**src/design/pfpa_pkg.sv**
```systemverilog
`default_nettype none

package pfpa_pkg;

  // stream and register port widths
  localparam int OPCODE_W    = 2;
  localparam int ADDR_W      = 32;
  localparam int STATUS_W    = 2;
  localparam int COUNT_OUT_W = 15;
  localparam int IN_TDATA_W  = 40;
  localparam int OUT_TDATA_W = 56;
  localparam int PADDR_W     = 4;
  localparam int PDATA_W     = 32;

  // opcodes
  localparam logic [OPCODE_W-1:0] OP_INIT  = 2'd0;
  localparam logic [OPCODE_W-1:0] OP_ALLOC = 2'd1;
  localparam logic [OPCODE_W-1:0] OP_FREE  = 2'd2;

  // result status codes
  localparam logic [STATUS_W-1:0] STS_OK   = 2'd0;
  localparam logic [STATUS_W-1:0] STS_OOM  = 2'd1;
  localparam logic [STATUS_W-1:0] STS_FULL = 2'd2;
  localparam logic [STATUS_W-1:0] STS_NULL = 2'd3;

  // register indexes (byte address / 4)
  localparam logic [1:0] REG_MEMORY_TOP  = 2'd0;
  localparam logic [1:0] REG_IMAGE_START = 2'd1;
  localparam logic [1:0] REG_IMAGE_END   = 2'd2;
  localparam logic [1:0] REG_HOLE_END    = 2'd3;

  // register reset values
  localparam logic [ADDR_W-1:0] RST_MEMORY_TOP  = 32'h0400_0000;
  localparam logic [ADDR_W-1:0] RST_IMAGE_START = 32'h0010_0000;
  localparam logic [ADDR_W-1:0] RST_IMAGE_END   = 32'h0020_0000;
  localparam logic [ADDR_W-1:0] RST_HOLE_END    = 32'h0010_0000;

  typedef struct packed {
    logic [ADDR_W-1:0] memory_top;
    logic [ADDR_W-1:0] image_start;
    logic [ADDR_W-1:0] image_end;
    logic [ADDR_W-1:0] hole_end;
  } cfg_t;

  typedef enum logic [1:0] {
    ST_IDLE,
    ST_EXEC,
    ST_READ,
    ST_WALK
  } state_t;

endpackage

`default_nettype wire

```
**src/design/pfpa_regs.sv**
```systemverilog
`default_nettype none

module pfpa_regs (
  input  wire logic                          clk,
  input  wire logic                          rst,
  input  wire logic                          psel,
  input  wire logic                          penable,
  input  wire logic                          pwrite,
  input  wire logic [pfpa_pkg::PADDR_W-1:0]  paddr,
  input  wire logic [pfpa_pkg::PDATA_W-1:0]  pwdata,
  output      logic [pfpa_pkg::PDATA_W-1:0]  prdata,
  output      logic                          pready,
  output      pfpa_pkg::cfg_t                cfg
);

  logic       wr_stb;
  logic [1:0] reg_idx;

  assign pready  = 1'b1;
  assign wr_stb  = psel && penable && pwrite;
  assign reg_idx = paddr[3:2];

  always_ff @(posedge clk) begin
    if (rst) begin
      cfg.memory_top  <= pfpa_pkg::RST_MEMORY_TOP;
      cfg.image_start <= pfpa_pkg::RST_IMAGE_START;
      cfg.image_end   <= pfpa_pkg::RST_IMAGE_END;
      cfg.hole_end    <= pfpa_pkg::RST_HOLE_END;
    end else if (wr_stb) begin
      case (reg_idx)
        pfpa_pkg::REG_MEMORY_TOP:  cfg.memory_top  <= pwdata;
        pfpa_pkg::REG_IMAGE_START: cfg.image_start <= pwdata;
        pfpa_pkg::REG_IMAGE_END:   cfg.image_end   <= pwdata;
        pfpa_pkg::REG_HOLE_END:    cfg.hole_end    <= pwdata;
        default: ;
      endcase
    end
  end

  always_comb begin
    case (reg_idx)
      pfpa_pkg::REG_MEMORY_TOP:  prdata = cfg.memory_top;
      pfpa_pkg::REG_IMAGE_START: prdata = cfg.image_start;
      pfpa_pkg::REG_IMAGE_END:   prdata = cfg.image_end;
      pfpa_pkg::REG_HOLE_END:    prdata = cfg.hole_end;
      default:                   prdata = '0;
    endcase
  end

endmodule

`default_nettype wire

```
**config.mk**
```make
export PLATFORM = sky130hd
export DESIGN_NAME = pfpa_regs
export DESIGN_NICKNAME = d
export VERILOG_FILES = /design/src/design/pfpa_pkg.sv /design/src/design/pfpa_regs.sv
export SDC_FILE = /design/constraint.sdc
export NUM_CORES = 1
export LEC_CHECK = 0
export BUFFER_PORTS_ARGS = -buffer_cell sky130_fd_sc_hd__buf_4
export CAP_MARGIN = 25
export CORE_ASPECT_RATIO = 2
export CORE_MARGIN = 4
export CORE_UTILIZATION = 46
export DETAILED_ROUTE_END_ITERATION = 12
export GPL_TIMING_DRIVEN = 0
export PLACE_DENSITY = 0.83
export SETUP_SLACK_MARGIN = 0.3
export SKIP_CTS_REPAIR_TIMING = 1
export SLEW_MARGIN = 15
export SYNTH_ARGS = -nofsm -noshare
export SYNTH_HDL_FRONTEND = slang
export SYNTH_SLANG_ARGS = --single-unit
```
**constraint.sdc**
```tcl
create_clock -name clk -period 1.1 [get_ports clk]
set_clock_uncertainty 0.15 [all_clocks]
set_input_delay 0.055 -clock clk [delete_from_list [all_inputs] [get_ports clk]]
set_output_delay 0.055 -clock clk [all_outputs]
set_load 0.1 [all_outputs]
```
==> qor.csv <==
stage;metric;value;unit
yosys;syn_nets;580;
global_routing;vias in the first global route;5445;
critical_path;crit path kind;register to primary output;
routing;routed len/inst;25.6;µm
sta;Worst-Margin Slew;590;ps
layout;layout cells sized above 1;58.4;%
critical_path;CP required;890;ps
floorplan;Die Wd;88.2;µm
yosys;Synth area leaders;dfxtp_1 43%, mux2i_1 16%, nand2b_1 13%;
critical_path;Data arrival, critical path;1500;ps
floorplan;num rows;58;
power_and_ir_drop;Leakage;0.00450;µW
clock_tree;CTS Buf Count;17;
routing;Routed WL;24100;µm
placed_design;IO Port Bufs;196;
floorplan;# IOs;202;
power_and_ir_drop;maximum VDD drop;1210;µV
layout;Core Util, Final;86.1;%
clock_tree;TritonCTS clock tree;done;
global_routing;initial antenna violation count;0;
job;Max-cap violations;0;
floorplan;core area;12600;µm²
global_routing;largest net degree at the start of global routing;17;
clock_tree;Worst-Skew Late Latency;410;ps
sta;Tmin final;1710;ps
yosys;Synth Area per Inst;11.0;µm²
sta;Final period util;155;%
layout;Most flops, register;cfg;
placed_design;DP HPWL;14100;µm
layout;Area growth, synth to finish;83.9;%
layout;Net count, final;819;
sta;final worst setup slack;-609;ps
yosys;mapped cell area;5910;µm²
critical_path;Worst Setup Start Kind;register;
sta;fmax;585;MHz
min_path;Tightest Hold Check Type;input port to register;
yosys;Synth Instances;539;
clock_tree;clock tree buffer depth;2;
sta;final-report setup violation count;160;
clock_tree;clock sinks;128;
yosys;area leader, netlist;dfxtp_1;
power_and_ir_drop;Pwr Density;1130;nW/µm²
global_routing;first-pass GRT wire length;28900;µm
floorplan;Die Ht;168;µm
routing;vias;5480;
sta;RSZ-0062 raised after global routing;true;
sta;final hold vios;121;
yosys;top cell type's share of synthesized area;43.3;%
clock_tree;CTS root buf;clkbuf_16;
sta;tightest hold margin;-206;ps
critical_path;critical path capture point type;primary output;
routing;DR iter-0 viols;279;
clock_tree;Reg clk slew, reported paths;60;ps
layout;max reg flops;128;
layout;commonest non-fill, non-tap cell in the layout;buf_12;
routing;DR pass1 iterations;5;
floorplan;Initial Utilization;46.8;%
routing;detailed-route DRC error count;0;
sta;setup TNS;-26940;ps
global_routing;global route overflow;0;
outcome;status;finished with violations;
power_and_ir_drop;Final Power;12300;µW
yosys;Syn. warnings;0;
routing;post-route ant nets;0;
sta;relative slew slack;60.6;%
layout;most frequent cells in the layout;135 x buf_12, 128 x dfxtp_4, 124 x nand2b_1, 95 x mux2i_1, 61 x o21ai_1;
floorplan;full die area;14800;µm²
yosys;post-synthesis sequential area ratio;43.3;%
outcome;failing checks;negative hold slack, negative setup slack;
placed_design;RePlAce Congestion;0.842;
global_routing;gr usage total;25.5;%
yosys;Yosys reg bits;128;
layout;biggest regs;cfg: 128 flops;
layout;Antenna diodes;0;
clock_tree;H-tree depth;4;
sta;Max Slew Vio Count;0;
yosys;Distinct cells, synth;22;
critical_path;critical path peak fanout;3;
routing;vias per inst;5.82;
[synthesized netlist by cell type]
library cell  instances
dfxtp_1             128
nand2b_1            126
mux2i_1              97
o21ai_0              57
nor2b_1              31
mux4_2               30
clkbuf_1             25
buf_4                 8
buf_2                 7
nor2_1                7
buf_6                 5
o21ai_1               5
buf_8                 2
mux4_1                2
or3_1                 2
conb_1                1
inv_1                 1
nand3_1               1
nand4_2               1
nor3_1                1
nor3_2                1
or2_1                 1
[kinds of logic after synthesis]
kind of cell	share of synthesized area, %
multiplexers	28.7
flip-flops	43.3
other	0.0634
AND/OR/NAND/NOR	17.9
AO/OA/AOI/OAI	5.25
buffers and inverters	4.72
[power breakdown]
part / leakage (µW) / internal (µW) / switching (µW)
registers: 0.00113 / 4430 / 88.2
clock network: 0.000298 / 3790 / 2180
logic: 0.00307 / 679 / 1140
total: 0.00450 / 8900 / 3410
[worst paths after layout]
check,start,endpoint,slack (ps),depth (start not counted)
max,cfg[2],prdata[2],-610,2
min,pwdata[20],cfg[20],-210,3
max reg2reg,cfg[32],cfg[32],70,4
min reg2reg,cfg[25],cfg[25],370,2
[final cells by class]
cell class	instances	area, µm²
Fill cell	553	1750
Sequential cell	128	3040
Buffer	47	413
Timing Repair Buffer	220	3440
Multi-Input combinational cell	363	3160
Inverter	1	7.51
Tap cell	150	188
Clock inverter	14	189
Clock buffer	18	429
[per-layer routing]
metal	global-route usage, %	share of wire [%]	up-vias
met3	5.29	5.7	91
met4	11.7	5.4	0
met2	47.7	57	303
met1	25.8	32	2727
li1	-	-	2359
met5	0	0	-
[worst max-delay path: stages (launching register included)]
cell and delay, ps:
dfxtp_4 360, mux4_2 530, buf_12 200
[stage by stage]
step / instance area [µm²] / instances / hold WS (ps) / setup slack, ps
floorplan: 6510 / 539 / 62.0 / -312
global route: 10900 / 941 / -178 / -621
finish: 10900 / 941 / -206 / -609
CTS: 8790 / 917 / -242 / -607
global placement: 8170 / 885 / 177 / -503
detailed placement: 8170 / 885 / 185 / -536
Note: power is estimated with default switching activity, not from simulation.
