<file path="src/design/pfpa_pkg.sv">
`default_nettype none

package pfpa_pkg;

  // stream and register port widths
  localparam int OPCODE_W    = 2;
  localparam int ADDR_W      = 32;
  localparam int STATUS_W    = 2;
  localparam int COUNT_OUT_W = 15;
  localparam int IN_TDATA_W  = 40;
  localparam int OUT_TDATA_W = 56;
  localparam int PADDR_W     = 4;
  localparam int PDATA_W     = 32;

  // opcodes
  localparam logic [OPCODE_W-1:0] OP_INIT  = 2'd0;
  localparam logic [OPCODE_W-1:0] OP_ALLOC = 2'd1;
  localparam logic [OPCODE_W-1:0] OP_FREE  = 2'd2;

  // result status codes
  localparam logic [STATUS_W-1:0] STS_OK   = 2'd0;
  localparam logic [STATUS_W-1:0] STS_OOM  = 2'd1;
  localparam logic [STATUS_W-1:0] STS_FULL = 2'd2;
  localparam logic [STATUS_W-1:0] STS_NULL = 2'd3;

  // register indexes (byte address / 4)
  localparam logic [1:0] REG_MEMORY_TOP  = 2'd0;
  localparam logic [1:0] REG_IMAGE_START = 2'd1;
  localparam logic [1:0] REG_IMAGE_END   = 2'd2;
  localparam logic [1:0] REG_HOLE_END    = 2'd3;

  // register reset values
  localparam logic [ADDR_W-1:0] RST_MEMORY_TOP  = 32'h0400_0000;
  localparam logic [ADDR_W-1:0] RST_IMAGE_START = 32'h0010_0000;
  localparam logic [ADDR_W-1:0] RST_IMAGE_END   = 32'h0020_0000;
  localparam logic [ADDR_W-1:0] RST_HOLE_END    = 32'h0010_0000;

  typedef struct packed {
    logic [ADDR_W-1:0] memory_top;
    logic [ADDR_W-1:0] image_start;
    logic [ADDR_W-1:0] image_end;
    logic [ADDR_W-1:0] hole_end;
  } cfg_t;

  typedef enum logic [1:0] {
    ST_IDLE,
    ST_EXEC,
    ST_READ,
    ST_WALK
  } state_t;

endpackage

`default_nettype wire

</file>
<file path="src/design/pfpa_ctrl.sv">
`default_nettype none

module pfpa_ctrl #(
  parameter int STORE_DEPTH = 16384,
  parameter int PAGE_BYTES  = 4096,
  localparam int PAGE_SHIFT = $clog2(PAGE_BYTES),
  localparam int PFN_W      = pfpa_pkg::ADDR_W - PAGE_SHIFT,
  localparam int PTR_W      = $clog2(STORE_DEPTH)
) (
  input  wire logic                              clk,
  input  wire logic                              rst,
  input  wire pfpa_pkg::cfg_t                    cfg,
  // request side
  input  wire logic                              in_valid,
  output      logic                              in_ready,
  input  wire logic [pfpa_pkg::OPCODE_W-1:0]     in_opcode,
  input  wire logic [pfpa_pkg::ADDR_W-1:0]       in_addr,
  // result side
  output      logic                              out_valid,
  input  wire logic                              out_ready,
  output      logic [pfpa_pkg::STATUS_W-1:0]     out_status,
  output      logic [pfpa_pkg::ADDR_W-1:0]       out_granted,
  output      logic [pfpa_pkg::COUNT_OUT_W-1:0]  out_count,
  // frame store port
  output      logic                              wr_en,
  output      logic [PTR_W-1:0]                  wr_addr,
  output      logic [PFN_W-1:0]                  wr_data,
  output      logic                              rd_en,
  output      logic [PTR_W-1:0]                  rd_addr,
  input  wire logic [PFN_W-1:0]                  rd_data
);

  localparam int CNT_W  = $clog2(STORE_DEPTH + 1);
  localparam int WALK_W = PFN_W + 1;
  localparam int WADR_W = WALK_W + PAGE_SHIFT;

  pfpa_pkg::state_t state, state_next;

  logic [pfpa_pkg::OPCODE_W-1:0] op_reg;
  logic [pfpa_pkg::ADDR_W-1:0]   addr_reg;

  logic [PTR_W-1:0]  rd_ptr, rd_ptr_next;
  logic [PTR_W-1:0]  wr_ptr, wr_ptr_next;
  logic [CNT_W-1:0]  cnt, cnt_next;
  logic [WALK_W-1:0] walk_pfn, walk_next;

  logic [WALK_W-1:0] kend_pfn, hole_pfn, start_pfn;
  logic [WADR_W-1:0] walk_addr;
  logic              in_range, in_kernel, not_full, walk_go, pool_empty, out_free;

  logic                          res_load;
  logic [pfpa_pkg::STATUS_W-1:0] res_status;
  logic [pfpa_pkg::ADDR_W-1:0]   res_granted;

  function automatic logic [PTR_W-1:0] ptr_inc(input logic [PTR_W-1:0] p);
    logic [PTR_W-1:0] r;
    r = (p == PTR_W'(STORE_DEPTH - 1)) ? '0 : p + 1'b1;
    return r;
  endfunction

  // first page of the init walk: round both bounds up, take the higher
  assign kend_pfn  = WALK_W'(cfg.image_end >> PAGE_SHIFT)
                   + WALK_W'(|cfg.image_end[PAGE_SHIFT-1:0]);
  assign hole_pfn  = WALK_W'(cfg.hole_end >> PAGE_SHIFT)
                   + WALK_W'(|cfg.hole_end[PAGE_SHIFT-1:0]);
  assign start_pfn = (hole_pfn > kend_pfn) ? hole_pfn : kend_pfn;

  assign walk_addr  = {walk_pfn, {PAGE_SHIFT{1'b0}}};
  assign in_range   = walk_addr < WADR_W'(cfg.memory_top);
  assign in_kernel  = (walk_addr >= WADR_W'(cfg.image_start))
                   && (walk_addr < WADR_W'(cfg.image_end));
  assign not_full   = cnt < CNT_W'(STORE_DEPTH);
  assign walk_go    = in_range && not_full;
  assign pool_empty = (cnt == '0);
  assign out_free   = !out_valid || out_ready;

  assign in_ready = (state == pfpa_pkg::ST_IDLE);
  assign wr_addr  = wr_ptr;
  assign rd_addr  = rd_ptr;

  // next state
  always_comb begin
    state_next = state;
    case (state)
      pfpa_pkg::ST_IDLE: begin
        if (in_valid) begin
          state_next = pfpa_pkg::ST_EXEC;
        end
      end
      pfpa_pkg::ST_EXEC: begin
        if (op_reg == pfpa_pkg::OP_INIT) begin
          state_next = pfpa_pkg::ST_WALK;
        end else if (op_reg == pfpa_pkg::OP_ALLOC && !pool_empty) begin
          state_next = pfpa_pkg::ST_READ;
        end else if (out_free) begin
          state_next = pfpa_pkg::ST_IDLE;
        end
      end
      pfpa_pkg::ST_READ: begin
        if (out_free) begin
          state_next = pfpa_pkg::ST_IDLE;
        end
      end
      pfpa_pkg::ST_WALK: begin
        if (!walk_go && out_free) begin
          state_next = pfpa_pkg::ST_IDLE;
        end
      end
      default: state_next = pfpa_pkg::ST_IDLE;
    endcase
  end

  // datapath and store control
  always_comb begin
    wr_en       = 1'b0;
    wr_data     = addr_reg[pfpa_pkg::ADDR_W-1:PAGE_SHIFT];
    rd_en       = 1'b0;
    rd_ptr_next = rd_ptr;
    wr_ptr_next = wr_ptr;
    cnt_next    = cnt;
    walk_next   = walk_pfn;
    res_load    = 1'b0;
    res_status  = pfpa_pkg::STS_OK;
    res_granted = '0;
    case (state)
      pfpa_pkg::ST_EXEC: begin
        case (op_reg)
          pfpa_pkg::OP_INIT: begin
            rd_ptr_next = '0;
            wr_ptr_next = '0;
            cnt_next    = '0;
            walk_next   = start_pfn;
          end
          pfpa_pkg::OP_ALLOC: begin
            if (!pool_empty) begin
              rd_en       = 1'b1;
              rd_ptr_next = ptr_inc(rd_ptr);
              cnt_next    = cnt - 1'b1;
            end else if (out_free) begin
              res_load   = 1'b1;
              res_status = pfpa_pkg::STS_OOM;
            end
          end
          pfpa_pkg::OP_FREE: begin
            if (out_free) begin
              res_load = 1'b1;
              if (addr_reg == '0) begin
                res_status = pfpa_pkg::STS_NULL;
              end else if (not_full) begin
                wr_en       = 1'b1;
                wr_ptr_next = ptr_inc(wr_ptr);
                cnt_next    = cnt + 1'b1;
              end else begin
                res_status = pfpa_pkg::STS_FULL;
              end
            end
          end
          default: begin
            res_load = out_free;
          end
        endcase
      end
      pfpa_pkg::ST_READ: begin
        if (out_free) begin
          res_load    = 1'b1;
          res_granted = {rd_data, {PAGE_SHIFT{1'b0}}};
        end
      end
      pfpa_pkg::ST_WALK: begin
        wr_data = walk_pfn[PFN_W-1:0];
        if (walk_go) begin
          walk_next = walk_pfn + 1'b1;
          if (!in_kernel) begin
            wr_en       = 1'b1;
            wr_ptr_next = ptr_inc(wr_ptr);
            cnt_next    = cnt + 1'b1;
          end
        end else if (out_free) begin
          res_load = 1'b1;
        end
      end
      default: ;
    endcase
  end

  always_ff @(posedge clk) begin
    if (rst) begin
      state     <= pfpa_pkg::ST_IDLE;
      rd_ptr    <= '0;
      wr_ptr    <= '0;
      cnt       <= '0;
      out_valid <= 1'b0;
    end else begin
      state  <= state_next;
      rd_ptr <= rd_ptr_next;
      wr_ptr <= wr_ptr_next;
      cnt    <= cnt_next;
      if (res_load) begin
        out_valid <= 1'b1;
      end else if (out_ready) begin
        out_valid <= 1'b0;
      end
    end
  end

  always_ff @(posedge clk) begin
    walk_pfn <= walk_next;
    if (in_valid && in_ready) begin
      op_reg   <= in_opcode;
      addr_reg <= in_addr;
    end
    if (res_load) begin
      out_status  <= res_status;
      out_granted <= res_granted;
      out_count   <= pfpa_pkg::COUNT_OUT_W'(cnt_next);
    end
  end

  // pool never holds more frames than the store has entries
  assert property (@(posedge clk) disable iff (rst)
    cnt <= CNT_W'(STORE_DEPTH))
    else $error("pool count above store depth");

  // an empty or a full pool has its two pointers on the same entry
  assert property (@(posedge clk) disable iff (rst)
    (cnt == '0 || cnt == CNT_W'(STORE_DEPTH)) |-> (rd_ptr == wr_ptr))
    else $error("queue pointers disagree with pool count");

  // the store is never written and read in the same cycle
  assert property (@(posedge clk) disable iff (rst)
    !(wr_en && rd_en))
    else $error("frame store read and write overlap");

  // read data is only used after a read was issued
  assert property (@(posedge clk) disable iff (rst)
    (state == pfpa_pkg::ST_READ) |-> ($past(rd_en) || $past(state == pfpa_pkg::ST_READ)))
    else $error("grant taken without a store read");

  // a result is never loaded over one that has not been taken
  assert property (@(posedge clk) disable iff (rst)
    (out_valid && !out_ready) |=> ($stable(out_status) && $stable(out_count)))
    else $error("pending result overwritten");

endmodule

`default_nettype wire

</file>
<file path="config.mk">
export PLATFORM = sky130hd
export DESIGN_NAME = pfpa_ctrl
export DESIGN_NICKNAME = d
export VERILOG_FILES = /design/src/design/pfpa_pkg.sv /design/src/design/pfpa_ctrl.sv
export SDC_FILE = /design/constraint.sdc
export NUM_CORES = 1
export LEC_CHECK = 0
export ABC_AREA = 0
export BUFFER_PORTS_ARGS = -buffer_cell sky130_fd_sc_hd__buf_4
export CAP_MARGIN = 10
export CORE_UTILIZATION = 55
export CTS_BUF_LIST = sky130_fd_sc_hd__clkbuf_8
export DETAILED_ROUTE_END_ITERATION = 10
export PLACE_DENSITY = 0.83
export SKIP_CTS_REPAIR_TIMING = 1
export SLEW_MARGIN = 20
export SYNTH_ARGS = -nofsm -noshare
export SYNTH_HDL_FRONTEND = slang
export SYNTH_SLANG_ARGS = --single-unit
</file>
<file path="constraint.sdc">
create_clock -name clk -period 5.4 [get_ports clk]
set_clock_uncertainty 0.2 [all_clocks]
set_input_delay 0.27 -clock clk [delete_from_list [all_inputs] [get_ports clk]]
set_output_delay 0.27 -clock clk [all_outputs]
set_load 0.03 [all_outputs]
</file>
==> results.md <==
- Status: finished, final reports clean
- Mapped cell area: 11000 sq um
- Post-DRT Antenna Nets: 0
- Worst-path maximum fanout: 20
- Vias per cell: 6.25
- CP dominant cell by count: a21o_1
- Die Wd: 144 um
- Post-synthesis cell type count: 83
- Main combinational cell family by area after synthesis: simple AND/OR/NAND/NOR gates
- Crit share post-route: 83.7%
- Number of synthesized flops with an enable pin: 92
- Final hold vios: 0
- Critical path class: reg -> out
- Crit-path slowest cell: edfxtp_1
- Via count: 11600
- Final GP Congestion: 1.03
- Die Height: 144 um
- Maximum vdd ir drop: 0.188 mV
- GRT Total Usage: 36.1%
- Initial detailed-routing violation count: 1452
- Final setup vio count: 0
- Initial Utilization: 56.4%
- Number of buffers created by CTS: 17
- Slew Limit Fails: 0
- Final worst slack: 0.880 ns
- Routed length per instance: 21.0 um
- FP Rows: 51
- Nets: 1859
- Largest net degree at the start of global routing: 54
- CP Data Required Time: 4.93 ns
- Number of global-route vias before repair: 10900
- Reg clk slew, reported paths: 0.10 ns
- Post-Syn Area per Cell: 8.61 sq um
- DIE AREA: 20600 sq um
- # IOs: 287
- Max FFs per register: 32
- Grt total ovfl: 0
- TritonCTS clock tree: built
- Layout area overhead: 29.2%
- Pre-CTS WS: 1.03 ns
- Flop pwr share: 40.5%
- Routed wire length: 39.1 mm
- Crit-path leading delay family: compound AO/OA/AOI/OAI gates
- Commonest cells after routing, fill and taps aside: buf_4, nand2_1, inv_1, ha_1, edfxtp_1
- Worst Hold Class: in -> reg
- Worst-case clock buffer depth: 2
- Power share of the clock group: 32.0%
- Commonest non-fill, non-tap cell in the layout: buf_4
- Initial antenna violation count: 0
- Worst EP arrival: 4.05 ns
- Share of cells above drive strength 1: 22.7%
- Post-synthesis cell count: 1280
- Mux contribution to synthesized area: 0.488%
- Seq cells post-synth: 138
- Post-synthesis sequential area ratio: 33.4%
- Switching Share: 34.2%
- IO buf count: 274
- Power Internal: 2.04 mW
- Core area: 19500 sq um
- Fmax: 0.221 GHz
- Comb power frac: 27.5%
- Post-Synth Adder-Cell Area: 10.7%
- Buf/Inv on CP: 1
- Clock Latency Late Sink: 0.48 ns
- Post-Synth Simple-Gate Area: 24.8%
- H-tree depth: 4
- XOR/XNOR Fraction of Synth Area: 5.72%
- 1st-pass router iterations: 6
- Startpoint types: flip-flop
- Clock sinks: 138
- Fraction of registers with async set/reset: 0%
- Final TNS setup: 0 ns
- First-pass GRT wire length: 57.0 mm
- Switch Pwr: 1.06 mW
- DRC: 0
- Tmin final: 4.52 ns
- Worst-path cell chain: ha_1 -> a21o_1 -> a21o_1 -> a21o_1 -> a211oi_1 -> and2_1 -> o21ai_2 -> a211oi_1 -> buf_4
- CP max stage delay: 0.57 ns
- Slew margin rel.: 29.7%
- Max Cap Viol: 0
- Hpwl dp: 28.3 mm
- Power per cell area: 218 nW/um^2
- Compound-Gate Fraction of Synth Area: 18.2%
- Diode count: 0
- CTS root buffer: clkbuf_8
- Slew @ Worst Pin: 1.05 ns
- Yosys warning count: 0
- Crit. End Element: output pin
- Top FF cell, synth: edfxtp_1
- Unrepaired setup endpoints after global routing: false
- Lkg Pwr: 6.20 nW
cells by family (layout without fill, tap and decap cells):
logic type      after synthesis  after routing
compound gates              273            273
xor+xnor                     72             72
fa+ha+maj                    94             94
buf+inv                     172            473
flops                       138            138
mux                           5              5
other cells                   1             12
simple gates                525            525
layout make-up:
cell class / count / area, sq um
flip-flops and latches: 138 / 3680
well taps: 265 / 332
clock inverters: 15 / 220
fillers: 1460 / 5290
multi-input cells: 981 / 6680
repair buffers: 346 / 2730
inverters: 95 / 357
clock buffers: 17 / 234
final timing paths:
| path | from | endpoint | slack [ns] | cells after the start |
|---|---|---|---|---|
| worst max register to register | walk_pfn[10] | wr_addr[5] | 1.37 | 9 |
| worst max-delay path | walk_pfn[10] | wr_en | 0.88 | 9 |
| worst min register to register | rd_addr[1] | rd_addr[1] | 0.33 | 2 |
| worst min-delay path | rst | cnt[0] | 0.05 | 2 |
through the flow:
step           area (sq um)  power, mW  hold WS [ns]  cells  utilization, %
4_1_cts               13700       3.05        -0.254   1803            70.2
6_report              14200       3.10        0.0453   1857            72.9
2_1_floorplan         11100       1.75         0.169   1291               -
3_3_place_gp          13200       2.06         0.249   1771            67.8
5_1_grt               14200       3.21        0.0414   1857            72.9
3_5_place_dp          13200       2.07         0.249   1771            67.8
worst reg2reg max path: stages, from the launching register on:
cell	delay, ns
edfxtp_1	0.57
ha_1	0.36
a21o_1	0.18
a21o_1	0.16
a21o_1	0.18
a211oi_1	0.53
and2_1	0.56
o21ai_2	0.44
a21o_1	0.46
o32ai_1	0.31
Yosys cell counts (10+ instances only):
cell,count,share of area [%]
o22ai_1,13,0.74
inv_1,94,3.2
o32ai_1,12,0.95
ha_1,94,11
a21o_1,27,1.8
a31oi_1,16,0.91
nand4_1,27,1.5
nor4_1,34,1.9
o21ai_0,32,1.5
dfxtp_1,46,8.4
xnor2_1,45,3.6
a21oi_1,41,1.9
a211oi_1,13,0.89
buf_4,16,1.1
and2_1,35,2.0
nand2_1,139,4.7
o211ai_1,26,1.8
clkbuf_1,48,1.6
or3_1,16,0.91
a221oi_1,15,1.2
xor2_1,27,2.1
buf_2,10,0.45
nor2_1,86,2.9
edfxtp_1,92,25
nand3_1,66,3.0
nor3_1,39,1.8
and3_1,26,1.5
power groups by stage:
stage	sequential, mW	clock, mW	combinational, mW
after floorplan	1.30	0	0.453
after global placement	1.27	0	0.783
after detailed placement	1.28	0	0.795
after CTS	1.25	0.995	0.800
after global routing	1.26	1.03	0.914
final	1.26	0.993	0.851
layer usage:
metal | wire length (um) | part of all wire (%) | up-vias | GRT usage (%)
li1 | - | - | 5344 | -
met1 | 15000 | 38 | 5370 | 45.5
met2 | 18300 | 47 | 767 | 58.8
met3 | 4430 | 11 | 129 | 9.23
met4 | 1380 | 3.5 | 0 | 14.5
met5 | 0 | 0 | - | 0
No activity file was read; power rests on OpenSTA's default activity.
